**config.mk**
```make
export PLATFORM = sky130hd
export DESIGN_NAME = fst_queue
export DESIGN_NICKNAME = d
export VERILOG_FILES = /design/src/rtl/fingerprint_segment_table_core_macros.svh /design/src/rtl/fst_pkg.sv /design/src/rtl/fst_queue.sv
export SDC_FILE = /design/constraint.sdc
export NUM_CORES = 1
export LEC_CHECK = 0
export ABC_AREA = 1
export BUFFER_PORTS_ARGS = -buffer_cell sky130_fd_sc_hd__buf_2
export CORE_ASPECT_RATIO = 1.75
export CORE_MARGIN = 2
export CORE_UTILIZATION = 47
export CTS_CLUSTER_DIAMETER = 80
export DETAILED_ROUTE_END_ITERATION = 6
export PLACE_DENSITY_LB_ADDON = 0.15
export RECOVER_POWER = 50
export SETUP_SLACK_MARGIN = 0.05
export SLEW_MARGIN = 20
export SYNTH_ARGS = -nofsm -noshare
export SYNTH_HDL_FRONTEND = slang
export SYNTH_SLANG_ARGS = --single-unit
```
**constraint.sdc**
```tcl
create_clock -name clock -period 12.4 [get_ports clock]
set_input_delay 1.86 -clock clock [delete_from_list [all_inputs] [get_ports clock]]
set_output_delay 1.86 -clock clock [all_outputs]
set_load 0.05 [all_outputs]
```
**src/rtl/fingerprint_segment_table_core_macros.svh**
```systemverilog
`ifndef FINGERPRINT_SEGMENT_TABLE_CORE_MACROS_SVH
`define FINGERPRINT_SEGMENT_TABLE_CORE_MACROS_SVH

// same-cycle implication under synchronous reset
`define FST_ASSERT_NOW(label, clk, rst, ante, cons, msg) \
   label: assert property (@(posedge clk) disable iff (rst) (ante) |-> (cons)) \
      else $error(msg);

// next-cycle implication under synchronous reset
`define FST_ASSERT_NEXT(label, clk, rst, ante, cons, msg) \
   label: assert property (@(posedge clk) disable iff (rst) (ante) |=> (cons)) \
      else $error(msg);

`endif

```
**src/rtl/fst_pkg.sv**
```systemverilog
package fst_pkg;

   localparam int TABLE_DEPTH = 1024;
   localparam int ADDR_W      = $clog2(TABLE_DEPTH);
   localparam int COUNT_W     = ADDR_W + 1;

   localparam int CMD_W    = 2;
   localparam int POS_W    = 10;
   localparam int STATUS_W = 2;
   localparam int SEG_W    = 10;
   localparam int TOTAL_W  = 11;
   localparam int CMP_W    = (POS_W > COUNT_W) ? POS_W : COUNT_W;

   localparam int QUEUE_DEPTH = 2;
   localparam int QPTR_W      = $clog2(QUEUE_DEPTH);
   localparam int QFILL_W     = QPTR_W + 1;

   localparam logic [CMD_W-1:0] CMD_APPEND = 2'd0;
   localparam logic [CMD_W-1:0] CMD_READ   = 2'd1;
   localparam logic [CMD_W-1:0] CMD_SEARCH = 2'd2;
   localparam logic [CMD_W-1:0] CMD_CLEAR  = 2'd3;

   localparam logic [STATUS_W-1:0] STATUS_OK        = 2'd0;
   localparam logic [STATUS_W-1:0] STATUS_NOT_FOUND = 2'd1;
   localparam logic [STATUS_W-1:0] STATUS_FULL      = 2'd2;

   // work codes handed from the front to the back
   localparam logic [1:0] OP_REPLY  = 2'd0;
   localparam logic [1:0] OP_APPEND = 2'd1;
   localparam logic [1:0] OP_READ   = 2'd2;
   localparam logic [1:0] OP_SEARCH = 2'd3;

   typedef struct packed {
      logic [CMD_W-1:0] command;
      logic [POS_W-1:0] position;
      logic [63:0]      fp_upper;
      logic [63:0]      fp_middle;
      logic [31:0]      fp_lower;
      logic [31:0]      block_offset;
      logic [31:0]      segment_size;
   } req_type;

   typedef struct packed {
      logic [STATUS_W-1:0] status;
      logic [SEG_W-1:0]    segment_number;
      logic [63:0]         out_fp_upper;
      logic [63:0]         out_fp_middle;
      logic [31:0]         out_fp_lower;
      logic [31:0]         out_block_offset;
      logic [31:0]         out_segment_size;
      logic [TOTAL_W-1:0]  entry_total;
   } rsp_type;

   typedef struct packed {
      logic [63:0] fp_upper;
      logic [63:0] fp_middle;
      logic [31:0] fp_lower;
      logic [31:0] block_offset;
      logic [31:0] segment_size;
   } entry_type;

   typedef struct packed {
      logic [1:0]          op;
      logic [STATUS_W-1:0] status;
      logic [ADDR_W-1:0]   addr;
      logic [COUNT_W-1:0]  total;
      entry_type           entry;
   } work_type;

   typedef struct packed {
      logic [COUNT_W-1:0] count;
   } front_status_type;

   typedef struct packed {
      logic busy;
   } back_status_type;

endpackage

```
**src/rtl/fst_queue.sv**
```systemverilog
module fst_queue
   import fst_pkg::*;
(
   input  logic     clock,
   input  logic     reset,
   input  logic     push,
   input  work_type push_item,
   output logic     full,
   input  logic     pop,
   output logic     pop_valid,
   output work_type pop_item
);

   work_type           slot_ff [QUEUE_DEPTH];
   logic [QPTR_W-1:0]  wr_ptr_ff;
   logic [QPTR_W-1:0]  wr_ptr_in;
   logic [QPTR_W-1:0]  rd_ptr_ff;
   logic [QPTR_W-1:0]  rd_ptr_in;
   logic [QFILL_W-1:0] fill_ff;
   logic [QFILL_W-1:0] fill_in;
   logic               do_push;
   logic               do_pop;

   assign full      = (fill_ff == QFILL_W'(QUEUE_DEPTH));
   assign pop_valid = (fill_ff != '0);
   assign pop_item  = slot_ff[rd_ptr_ff];
   assign do_push   = push && !full;
   assign do_pop    = pop && pop_valid;

   always_comb begin
      wr_ptr_in = wr_ptr_ff;
      rd_ptr_in = rd_ptr_ff;
      fill_in   = fill_ff;
      if (do_push) begin
         wr_ptr_in = (wr_ptr_ff == QPTR_W'(QUEUE_DEPTH - 1)) ? '0 : wr_ptr_ff + QPTR_W'(1);
      end
      if (do_pop) begin
         rd_ptr_in = (rd_ptr_ff == QPTR_W'(QUEUE_DEPTH - 1)) ? '0 : rd_ptr_ff + QPTR_W'(1);
      end
      priority if (do_push && !do_pop) begin
         fill_in = fill_ff + QFILL_W'(1);
      end else if (do_pop && !do_push) begin
         fill_in = fill_ff - QFILL_W'(1);
      end
   end

   always_ff @(posedge clock) begin
      if (reset) begin
         wr_ptr_ff <= '0;
         rd_ptr_ff <= '0;
         fill_ff   <= '0;
      end else begin
         wr_ptr_ff <= wr_ptr_in;
         rd_ptr_ff <= rd_ptr_in;
         fill_ff   <= fill_in;
      end
   end

   always_ff @(posedge clock) begin
      if (do_push) begin
         slot_ff[wr_ptr_ff] <= push_item;
      end
   end

endmodule

```
==> reports/metrics.cfg <==
[sta]
fin_crit_ps=5950
tightestPinTransition_ps=2650
maxSlewHeadroom=-0.776
hold_viol=0
max_freq_mhz=168
worst_hold_slack_ps=504
rsz0062_at_grt=no
slew_viol_final=33
fin_crit_sh=0.479
skew_ps=21.2
setup_slack_ps=6450
setup_violations=0

[yosys]
synthTopCellsByCount=498 x edfxtp_1, 202 x mux2_4, 47 x mux2_2, 25 x buf_6
syn_avg_cell_area_um2=23.5
synth_edf_count=498
yosys_warnings=0
synth_cell_types=14
syn_inst=812
async_reset_ff_frac=0
synth_seq_cells=503
ys.flop_type=edfxtp_1
synthTopCellsByArea=edfxtp_1 78%, mux2_4 16%, mux2_2 2.8%, buf_6 1.5%, dfxtp_1 0.53%
syn_area_mm2=0.0191
synth_top_area_share=0.785
yosysSeqAreaShare=0.790
synth_area_leader_cell=edfxtp_1
yosysMostFrequentCell=edfxtp_1
synth_nets=1066

[routing]
firstDrtPassIters=4
viasPerCell=4.97
finalWirelength_mm=39.8
num_vias=9328
ant_nets=0
dr.first_iter.drc_count=370
drc=0
wl_per_cell_um=21.2

[worst_setup_path]
ff2ff_path_depth=4
crit_type=in -> reg
crit_arrival_ps=6110
slowest_delay_ps=2000
end_kind=flop
critPathLaunchType=input pin
reg2reg_slack_ps=7400
crit_fanout=78
crit_buf_inv=3
r2r-start=fill_ff[0]
cp_slowest_cell=nor2_1
cp_top_family=simple AND/OR/NAND/NOR gates
required_ps=12560
crit_chain=buf_2 -> o21ai_0 -> nor2_1 -> buf_4 -> buf_4
cpMostUsedCell=buf_4
r2r-end=slot_ff[1][159]

[placement]
place_congestion=0.781
place_hpwl_mm=27.5
dp_slack_ps=7010
portBuffers=503

[power]
p_leak_nw=8.88
power.total_mw=5.41
vdd_drop_max_mv=0.212
powerDensity_mw_per_mm2=232

[layout]
utilization=0.582
fillCellCount=3113
fin_nets=1596
drive_gt1_frac=0.533
areaGrowthSynthToFinish_pct=22.3

[clock_tree]
cts_sinks=503
cts_made_buffers=45
clk_path_buf_depth=3
clk_pin_slew_worst_paths_ps=60
post_cts_buffers=0
h-tree-depth=2
cts_tree=built
post_cts_resized=0
insertion_delay_ps=550
root_buffer=clkbuf_16
cts_hold_buf=0

[global_route]
antenna_found_initial=10
grt_start_max_net_pins=172
grt_pass1_vias=9975
groute.usage.overall=0.184
grt_pass1_wl_mm=57.5
overflow=0

[run_status]
status=finished with violations
violations=capacitance limit, slew limit

[floorplanning]
io_pins=504
fp.dieH_um=270
num_rows=97
dieArea_mm2=0.0422
fp.coreArea_mm2=0.0401
die_w_um=156
start_util=0.476

[job]
maxCapViolations=1

[worst_hold_path]
holdPathEnd=rd_ptr_ff
holdPathStages=2
hp-class=reg -> reg
hold_start=rd_ptr_ff

[kinds of logic after synthesis]
group                      count (synthesis)  synth area share
and+or+nand+nor                           18           0.00381
DFF                                      503             0.790
adders and majority gates                  1          0.000657
AOI/OAI and AO/OA                          5           0.00131
muxes                                    249             0.187
buffers and inverters                     36            0.0171
[flip-flops by register name, summed over array words and instances, names as in the netlist, named ones only]
register	cells
slot_ff	498
fill_ff	2
rd_ptr_ff	1
wr_ptr_ff	1
[worst min-delay path: cells and delay by family, from the launching register on]
kind / cells / cell delay (ps)
AO/OA/AOI/OAI: 1 / 50
flip-flops: 1 / 330
AND/OR/NAND/NOR: 1 / 90
[metrics by stage]
| step | cells | instance area, um2 | setup TNS (ps) |
|---|---|---|---|
| global route | 1876 | 23300 | 0 |
| detailed placement | 1790 | 22000 | 0 |
| finish | 1878 | 23300 | 0 |
| global placement | 1790 | 22000 | 0 |
| floorplan | 812 | 19100 | -394700 |
| CTS | 1871 | 23400 | 0 |
[layout make-up]
cell class | count | area [um2] | area share
clock inverter | 27 | 214 | 0.00918
inverter | 8 | 30.0 | 0.00129
timing repair buffer | 511 | 2490 | 0.107
multi-input combinational | 273 | 3680 | 0.158
tap | 495 | 619 | 0.0266
sequential | 503 | 15100 | 0.646
clock buffer | 54 | 1200 | 0.0516
antenna | 7 | 17.5 | 0.000751
[worst max-delay path by stage]
stage,from,endpoint,depth (start not counted),slack (ps)
final,push,slot_ff[1][159],5,6450
after global placement,push,slot_ff[1][157],5,7010
after detailed placement,push,slot_ff[1][92],5,7010
after global routing,push,slot_ff[1][130],5,5940
after floorplan,push,slot_ff[0][0],2,-790
after CTS,flop,pop_item[174],4,6880
[power breakdown]
part	total [mW]	internal (mW)	switching [mW]
Clock	1.33	0.754	0.580
Sequential	2.22	2.15	0.0670
Combinational	1.85	0.547	1.31
[layer usage]
metal | vias to the layer above | wire length [um] | GRT usage
met5 | - | 52 | 0
met4 | 8 | 1900 | 0.0908
met3 | 97 | 3180 | 0.0608
met2 | 364 | 21400 | 0.337
met1 | 4567 | 13300 | 0.183
li1 | 4292 | - | -
[cells in the final DEF (no fill, tap or decap), types with 4 or more instances in the layout]
cell type  synthesis  final
buf_2              3    410
buf_4              0      5
clkbuf_1           0     98
clkbuf_16          0     47
clkinv_1           0     10
clkinv_2           0      9
dfxtp_1            5      4
diode_2            0      7
edfxtp_1         498    498
inv_1              8      8
mux2_2            47     47
mux2_4           202    202
nand2_1            7      7
nor2_1             8      7
Note: power is estimated with default switching activity, not from simulation.
