$ cat config.mk
export PLATFORM = sky130hd
export DESIGN_NAME = fst_front
export DESIGN_NICKNAME = d
export VERILOG_FILES = /design/src/rtl/fingerprint_segment_table_core_macros.svh /design/src/rtl/fst_pkg.sv /design/src/rtl/fst_front.sv
export SDC_FILE = /design/constraint.sdc
export NUM_CORES = 1
export LEC_CHECK = 0
export ABC_AREA = 1
export BUFFER_PORTS_ARGS = -buffer_cell sky130_fd_sc_hd__buf_2
export CAP_MARGIN = 20
export CORE_AREA = 2 2 198 200
export DETAILED_ROUTE_END_ITERATION = 6
export DIE_AREA = 0 0 200 202
export GPL_ROUTABILITY_DRIVEN = 0
export SLEW_MARGIN = 20
export SYNTH_ARGS = -nofsm -noshare
export SYNTH_HDL_FRONTEND = slang
export SYNTH_SLANG_ARGS = --single-unit
$ cat constraint.sdc
create_clock -name clock -period 1.7 [get_ports clock]
set_input_delay 0.34 -clock clock [delete_from_list [all_inputs] [get_ports clock]]
set_output_delay 0.34 -clock clock [all_outputs]
set_load 0.005 [all_outputs]
$ cat src/rtl/fingerprint_segment_table_core_macros.svh
`ifndef FINGERPRINT_SEGMENT_TABLE_CORE_MACROS_SVH
`define FINGERPRINT_SEGMENT_TABLE_CORE_MACROS_SVH

// same-cycle implication under synchronous reset
`define FST_ASSERT_NOW(label, clk, rst, ante, cons, msg) \
   label: assert property (@(posedge clk) disable iff (rst) (ante) |-> (cons)) \
      else $error(msg);

// next-cycle implication under synchronous reset
`define FST_ASSERT_NEXT(label, clk, rst, ante, cons, msg) \
   label: assert property (@(posedge clk) disable iff (rst) (ante) |=> (cons)) \
      else $error(msg);

`endif

$ cat src/rtl/fst_pkg.sv
package fst_pkg;

   localparam int TABLE_DEPTH = 1024;
   localparam int ADDR_W      = $clog2(TABLE_DEPTH);
   localparam int COUNT_W     = ADDR_W + 1;

   localparam int CMD_W    = 2;
   localparam int POS_W    = 10;
   localparam int STATUS_W = 2;
   localparam int SEG_W    = 10;
   localparam int TOTAL_W  = 11;
   localparam int CMP_W    = (POS_W > COUNT_W) ? POS_W : COUNT_W;

   localparam int QUEUE_DEPTH = 2;
   localparam int QPTR_W      = $clog2(QUEUE_DEPTH);
   localparam int QFILL_W     = QPTR_W + 1;

   localparam logic [CMD_W-1:0] CMD_APPEND = 2'd0;
   localparam logic [CMD_W-1:0] CMD_READ   = 2'd1;
   localparam logic [CMD_W-1:0] CMD_SEARCH = 2'd2;
   localparam logic [CMD_W-1:0] CMD_CLEAR  = 2'd3;

   localparam logic [STATUS_W-1:0] STATUS_OK        = 2'd0;
   localparam logic [STATUS_W-1:0] STATUS_NOT_FOUND = 2'd1;
   localparam logic [STATUS_W-1:0] STATUS_FULL      = 2'd2;

   // work codes handed from the front to the back
   localparam logic [1:0] OP_REPLY  = 2'd0;
   localparam logic [1:0] OP_APPEND = 2'd1;
   localparam logic [1:0] OP_READ   = 2'd2;
   localparam logic [1:0] OP_SEARCH = 2'd3;

   typedef struct packed {
      logic [CMD_W-1:0] command;
      logic [POS_W-1:0] position;
      logic [63:0]      fp_upper;
      logic [63:0]      fp_middle;
      logic [31:0]      fp_lower;
      logic [31:0]      block_offset;
      logic [31:0]      segment_size;
   } req_type;

   typedef struct packed {
      logic [STATUS_W-1:0] status;
      logic [SEG_W-1:0]    segment_number;
      logic [63:0]         out_fp_upper;
      logic [63:0]         out_fp_middle;
      logic [31:0]         out_fp_lower;
      logic [31:0]         out_block_offset;
      logic [31:0]         out_segment_size;
      logic [TOTAL_W-1:0]  entry_total;
   } rsp_type;

   typedef struct packed {
      logic [63:0] fp_upper;
      logic [63:0] fp_middle;
      logic [31:0] fp_lower;
      logic [31:0] block_offset;
      logic [31:0] segment_size;
   } entry_type;

   typedef struct packed {
      logic [1:0]          op;
      logic [STATUS_W-1:0] status;
      logic [ADDR_W-1:0]   addr;
      logic [COUNT_W-1:0]  total;
      entry_type           entry;
   } work_type;

   typedef struct packed {
      logic [COUNT_W-1:0] count;
   } front_status_type;

   typedef struct packed {
      logic busy;
   } back_status_type;

endpackage

$ cat src/rtl/fst_front.sv
module fst_front
   import fst_pkg::*;
(
   input  logic             clock,
   input  logic             reset,
   input  logic             req_valid,
   output logic             req_stall,
   input  req_type          req_data,
   input  logic             queue_full,
   output logic             push,
   output work_type         push_item,
   output front_status_type status
);

   logic [COUNT_W-1:0] count_ff;
   logic [COUNT_W-1:0] count_in;
   logic               table_full;
   logic               in_range;

   assign req_stall  = queue_full;
   assign push       = req_valid && !queue_full;
   assign table_full = (count_ff == COUNT_W'(TABLE_DEPTH));
   assign in_range   = (CMP_W'(req_data.position) < CMP_W'(count_ff));

   always_comb begin
      push_item.op                 = OP_REPLY;
      push_item.status             = STATUS_OK;
      push_item.addr               = '0;
      push_item.total              = count_ff;
      push_item.entry.fp_upper     = req_data.fp_upper;
      push_item.entry.fp_middle    = req_data.fp_middle;
      push_item.entry.fp_lower     = req_data.fp_lower;
      push_item.entry.block_offset = req_data.block_offset;
      push_item.entry.segment_size = req_data.segment_size;
      unique case (req_data.command)
         CMD_APPEND: begin
            if (table_full) begin
               push_item.status = STATUS_FULL;
            end else begin
               push_item.op    = OP_APPEND;
               push_item.addr  = ADDR_W'(count_ff);
               push_item.total = count_ff + COUNT_W'(1);
            end
         end
         CMD_READ: begin
            if (in_range) begin
               push_item.op   = OP_READ;
               push_item.addr = ADDR_W'(req_data.position);
            end else begin
               push_item.status = STATUS_NOT_FOUND;
            end
         end
         CMD_SEARCH: begin
            push_item.op = OP_SEARCH;
         end
         CMD_CLEAR: begin
            push_item.total = '0;
         end
      endcase
   end

   // the count is settled at acceptance so the back never has to feed it forward
   assign count_in = push ? push_item.total : count_ff;

   always_ff @(posedge clock) begin
      if (reset) begin
         count_ff <= '0;
      end else begin
         count_ff <= count_in;
      end
   end

   assign status.count = count_ff;

endmodule

==> flow_summary.yaml <==
synth:
  syn_inst: 446
  synth_area_per_cell_um2: 6.76
  synth_nets: 700
  ys.warnings.count: 0
  ys_types: 26
  syn-cell-area_um2: 3010
  ys_ff_latch: 11
  ys_seq_area_frac: 0.0731
grt:
  grt_pass1_vias: 2558
  grt_use_total: 0.0714
  grt_pass1_wl_mm: 19.2
  overflow: 0
  grt_max_degree: 18
  antenna_found_initial: 0
detailed_routing:
  drcViolationCount: 0
  viasPerCell: 2.77
  drt_iter0_drc: 99
  vias: 2413
  wire_per_inst_um: 17.4
  final_antenna_net_count: 0
  wirelength_mm: 15.1
  dr.pass1.iters: 4
floorplanning:
  rows: 72
  initial_utilization: 0.0787
  dieArea_um2: 40400
  dieWidth_um: 200
  die_h_um: 202
  io_pins: 502
  fp.coreArea_um2: 38300
critical_path:
  crit_start: "status[1]"
  reg2regPathDepth: 11
  worst_ep_required_time_ns: 1.36
  rr_endpoint: "status[0]"
  r2r_setup_slack_ns: 0.03
  cp-end-kind: "primary output"
  arrival_ns: 1.79
  cp-start-kind: "register"
  timing.rr.start: "status[0]"
  critPathMaxFanout: 6
  critPathKind: "reg -> out"
  worstSetupEndpoint: "push_item[236]"
sta:
  fmax_ghz: 0.469
  finClkSkew_ns: 0.00318
  min_period_over_period: 1.25
  worstMarginPinSlew_ns: 0.247
  hold_viol_final: 0
  setup_ws_ns: -0.430
  rsz0062_at_grt: "yes"
  slew_headroom: 0.833
  timing.hold.ws_ns: 0.431
  finalSetupViolCount: 25
  min_period_ns: 2.13
  drv_slew: 0
finish:
  antennaDiodeCount: 0
  layout_common_cells: "66 x buf_4, 47 x buf_2, 33 x nand2_1, 22 x buf_6, 18 x nand2_2"
  mostFrequentLayoutCell: "buf_4"
  drive_gt1_frac: 0.696
  nNetsFinal: 607
  area_growth_pct: 14.2
  largest_register_ffs: 11
  fill_cells: 4460
  post-route-util: 0.0899
cts:
  clock_latency_ns: 0.24
  ctsHtreeMaxLevel: 1
  cts_sinks: 11
  cts_root_buffer: "clkbuf_16"
  cts_buffer_depth: 2
  numCtsBuffers: 3
  path_clk_slew_ns: 0.05
  cts_tree: "yes"
worst_hold_path:
  holdCritPathClass: "in -> reg"
status:
  status: "complete, but fails checks"
  violations: "negative setup slack"
placement:
  hpwlAfterDp_mm: 12.4
  io_buffers: 53
power:
  p_per_area_nw_per_um2: 436
  power_leakage_nw: 1.47
  vdd_drop_max_v: 0.000302
  power.total_mw: 1.50
flow_run:
  cap_viol_max_count: 0
## power breakdown
part | switching [mW] | leakage (nW) | internal (mW)
sequential | 0.0175 | 0.0955 | 0.275
combinational | 0.390 | 1.33 | 0.365
clock | 0.136 | 0.0382 | 0.317
total | 0.543 | 1.47 | 0.956
## how the worst min path moves through the flow
stage / startpoint / to / slack, ns / cells past startpoint
2_1_floorplan: reset / status[2] / 0.48 / 3
3_3_place_gp: status[10] / status[10] / 0.67 / 5
3_5_place_dp: status[10] / status[10] / 0.68 / 5
4_1_cts: reset / status[1] / 0.43 / 4
5_1_grt: reset / status[1] / 0.45 / 4
6_report: reset / status[1] / 0.43 / 4
## cells in the mapped netlist
cell / number / area, um^2
nor3_1: 2 / 10.0
nand2_2: 2 / 12.5
o21ai_0: 13 / 65.1
xor2_1: 1 / 8.76
a21oi_2: 2 / 17.5
inv_2: 2 / 7.51
nor2_2: 4 / 25.0
nand3_1: 17 / 85.1
ha_1: 14 / 175
buf_6: 1 / 11.3
o21ai_2: 1 / 8.76
inv_1: 32 / 120
a21oi_1: 14 / 70.1
buf_2: 3 / 15.0
clkbuf_1: 1 / 3.75
nand4_1: 15 / 93.8
o21ai_1: 3 / 15.0
nand2_1: 54 / 203
nor3_2: 1 / 10.0
nand3_2: 4 / 40.0
buf_4: 228 / 1710
buf_1: 1 / 3.75
clkinv_2: 1 / 5.00
nor2_1: 18 / 67.6
nand3b_1: 1 / 7.51
dfxtp_1: 11 / 220
## repair_timing
item | CTS | global route
setup endpoints to repair | 26 | 26
gates cloned | 1 | 0
buffers inserted | 23 | 5
hold buffers | 0 | 0
resized for setup | 108 | 28
pin swaps | 31 | 43
## layer usage
layer / part of all wire / routed length, um / global-route usage / vias up
met5: 0 / 0 / 0 / -
met4: 0.11 / 1730 / 0.0828 / 0
met3: 0.14 / 2180 / 0.0380 / 157
met2: 0.45 / 6870 / 0.113 / 228
met1: 0.29 / 4350 / 0.0596 / 1035
li1: - / - / - / 993
## worst max-delay path, stage by stage, from the launching register on
cell	delay [ns]
dfxtp_2	0.34
inv_4	0.05
buf_12	0.12
ha_4	0.25
nand2_2	0.04
o21ai_2	0.15
nand3_2	0.11
buf_6	0.15
nand4_1	0.12
nand2_2	0.09
buf_2	0.13
## stage by stage
step           cells  instance area, um^2  TNS [ns]  worst slack [ns]
2_1_floorplan    446                 3060    -0.452           -0.0674
3_3_place_gp     842                 2660     -7.79            -0.435
3_5_place_dp     842                 2660     -8.46            -0.464
4_1_cts          866                 3290     -7.21            -0.440
5_1_grt          870                 3440    -10.08            -0.518
6_report         870                 3440     -7.92            -0.430
## cells by family after synthesis
group | after synthesis | share of synthesized area
AO/OA/AOI/OAI | 33 | 0.0586
XOR/XNOR | 1 | 0.00291
adder cells (fa/ha/maj) | 14 | 0.0581
buffers and inverters | 269 | 0.623
flip-flops | 11 | 0.0731
AND/OR/NAND/NOR | 118 | 0.184
## cell type report
class,count,area [um^2],share of cell area
tap,518,648,0.188
multi-input combinational,166,1330,0.386
inverter,35,145,0.0422
clock buffer,4,78.8,0.0229
timing repair buffer,136,998,0.290
sequential,11,243,0.0705
Note: power is estimated with default switching activity, not from simulation.
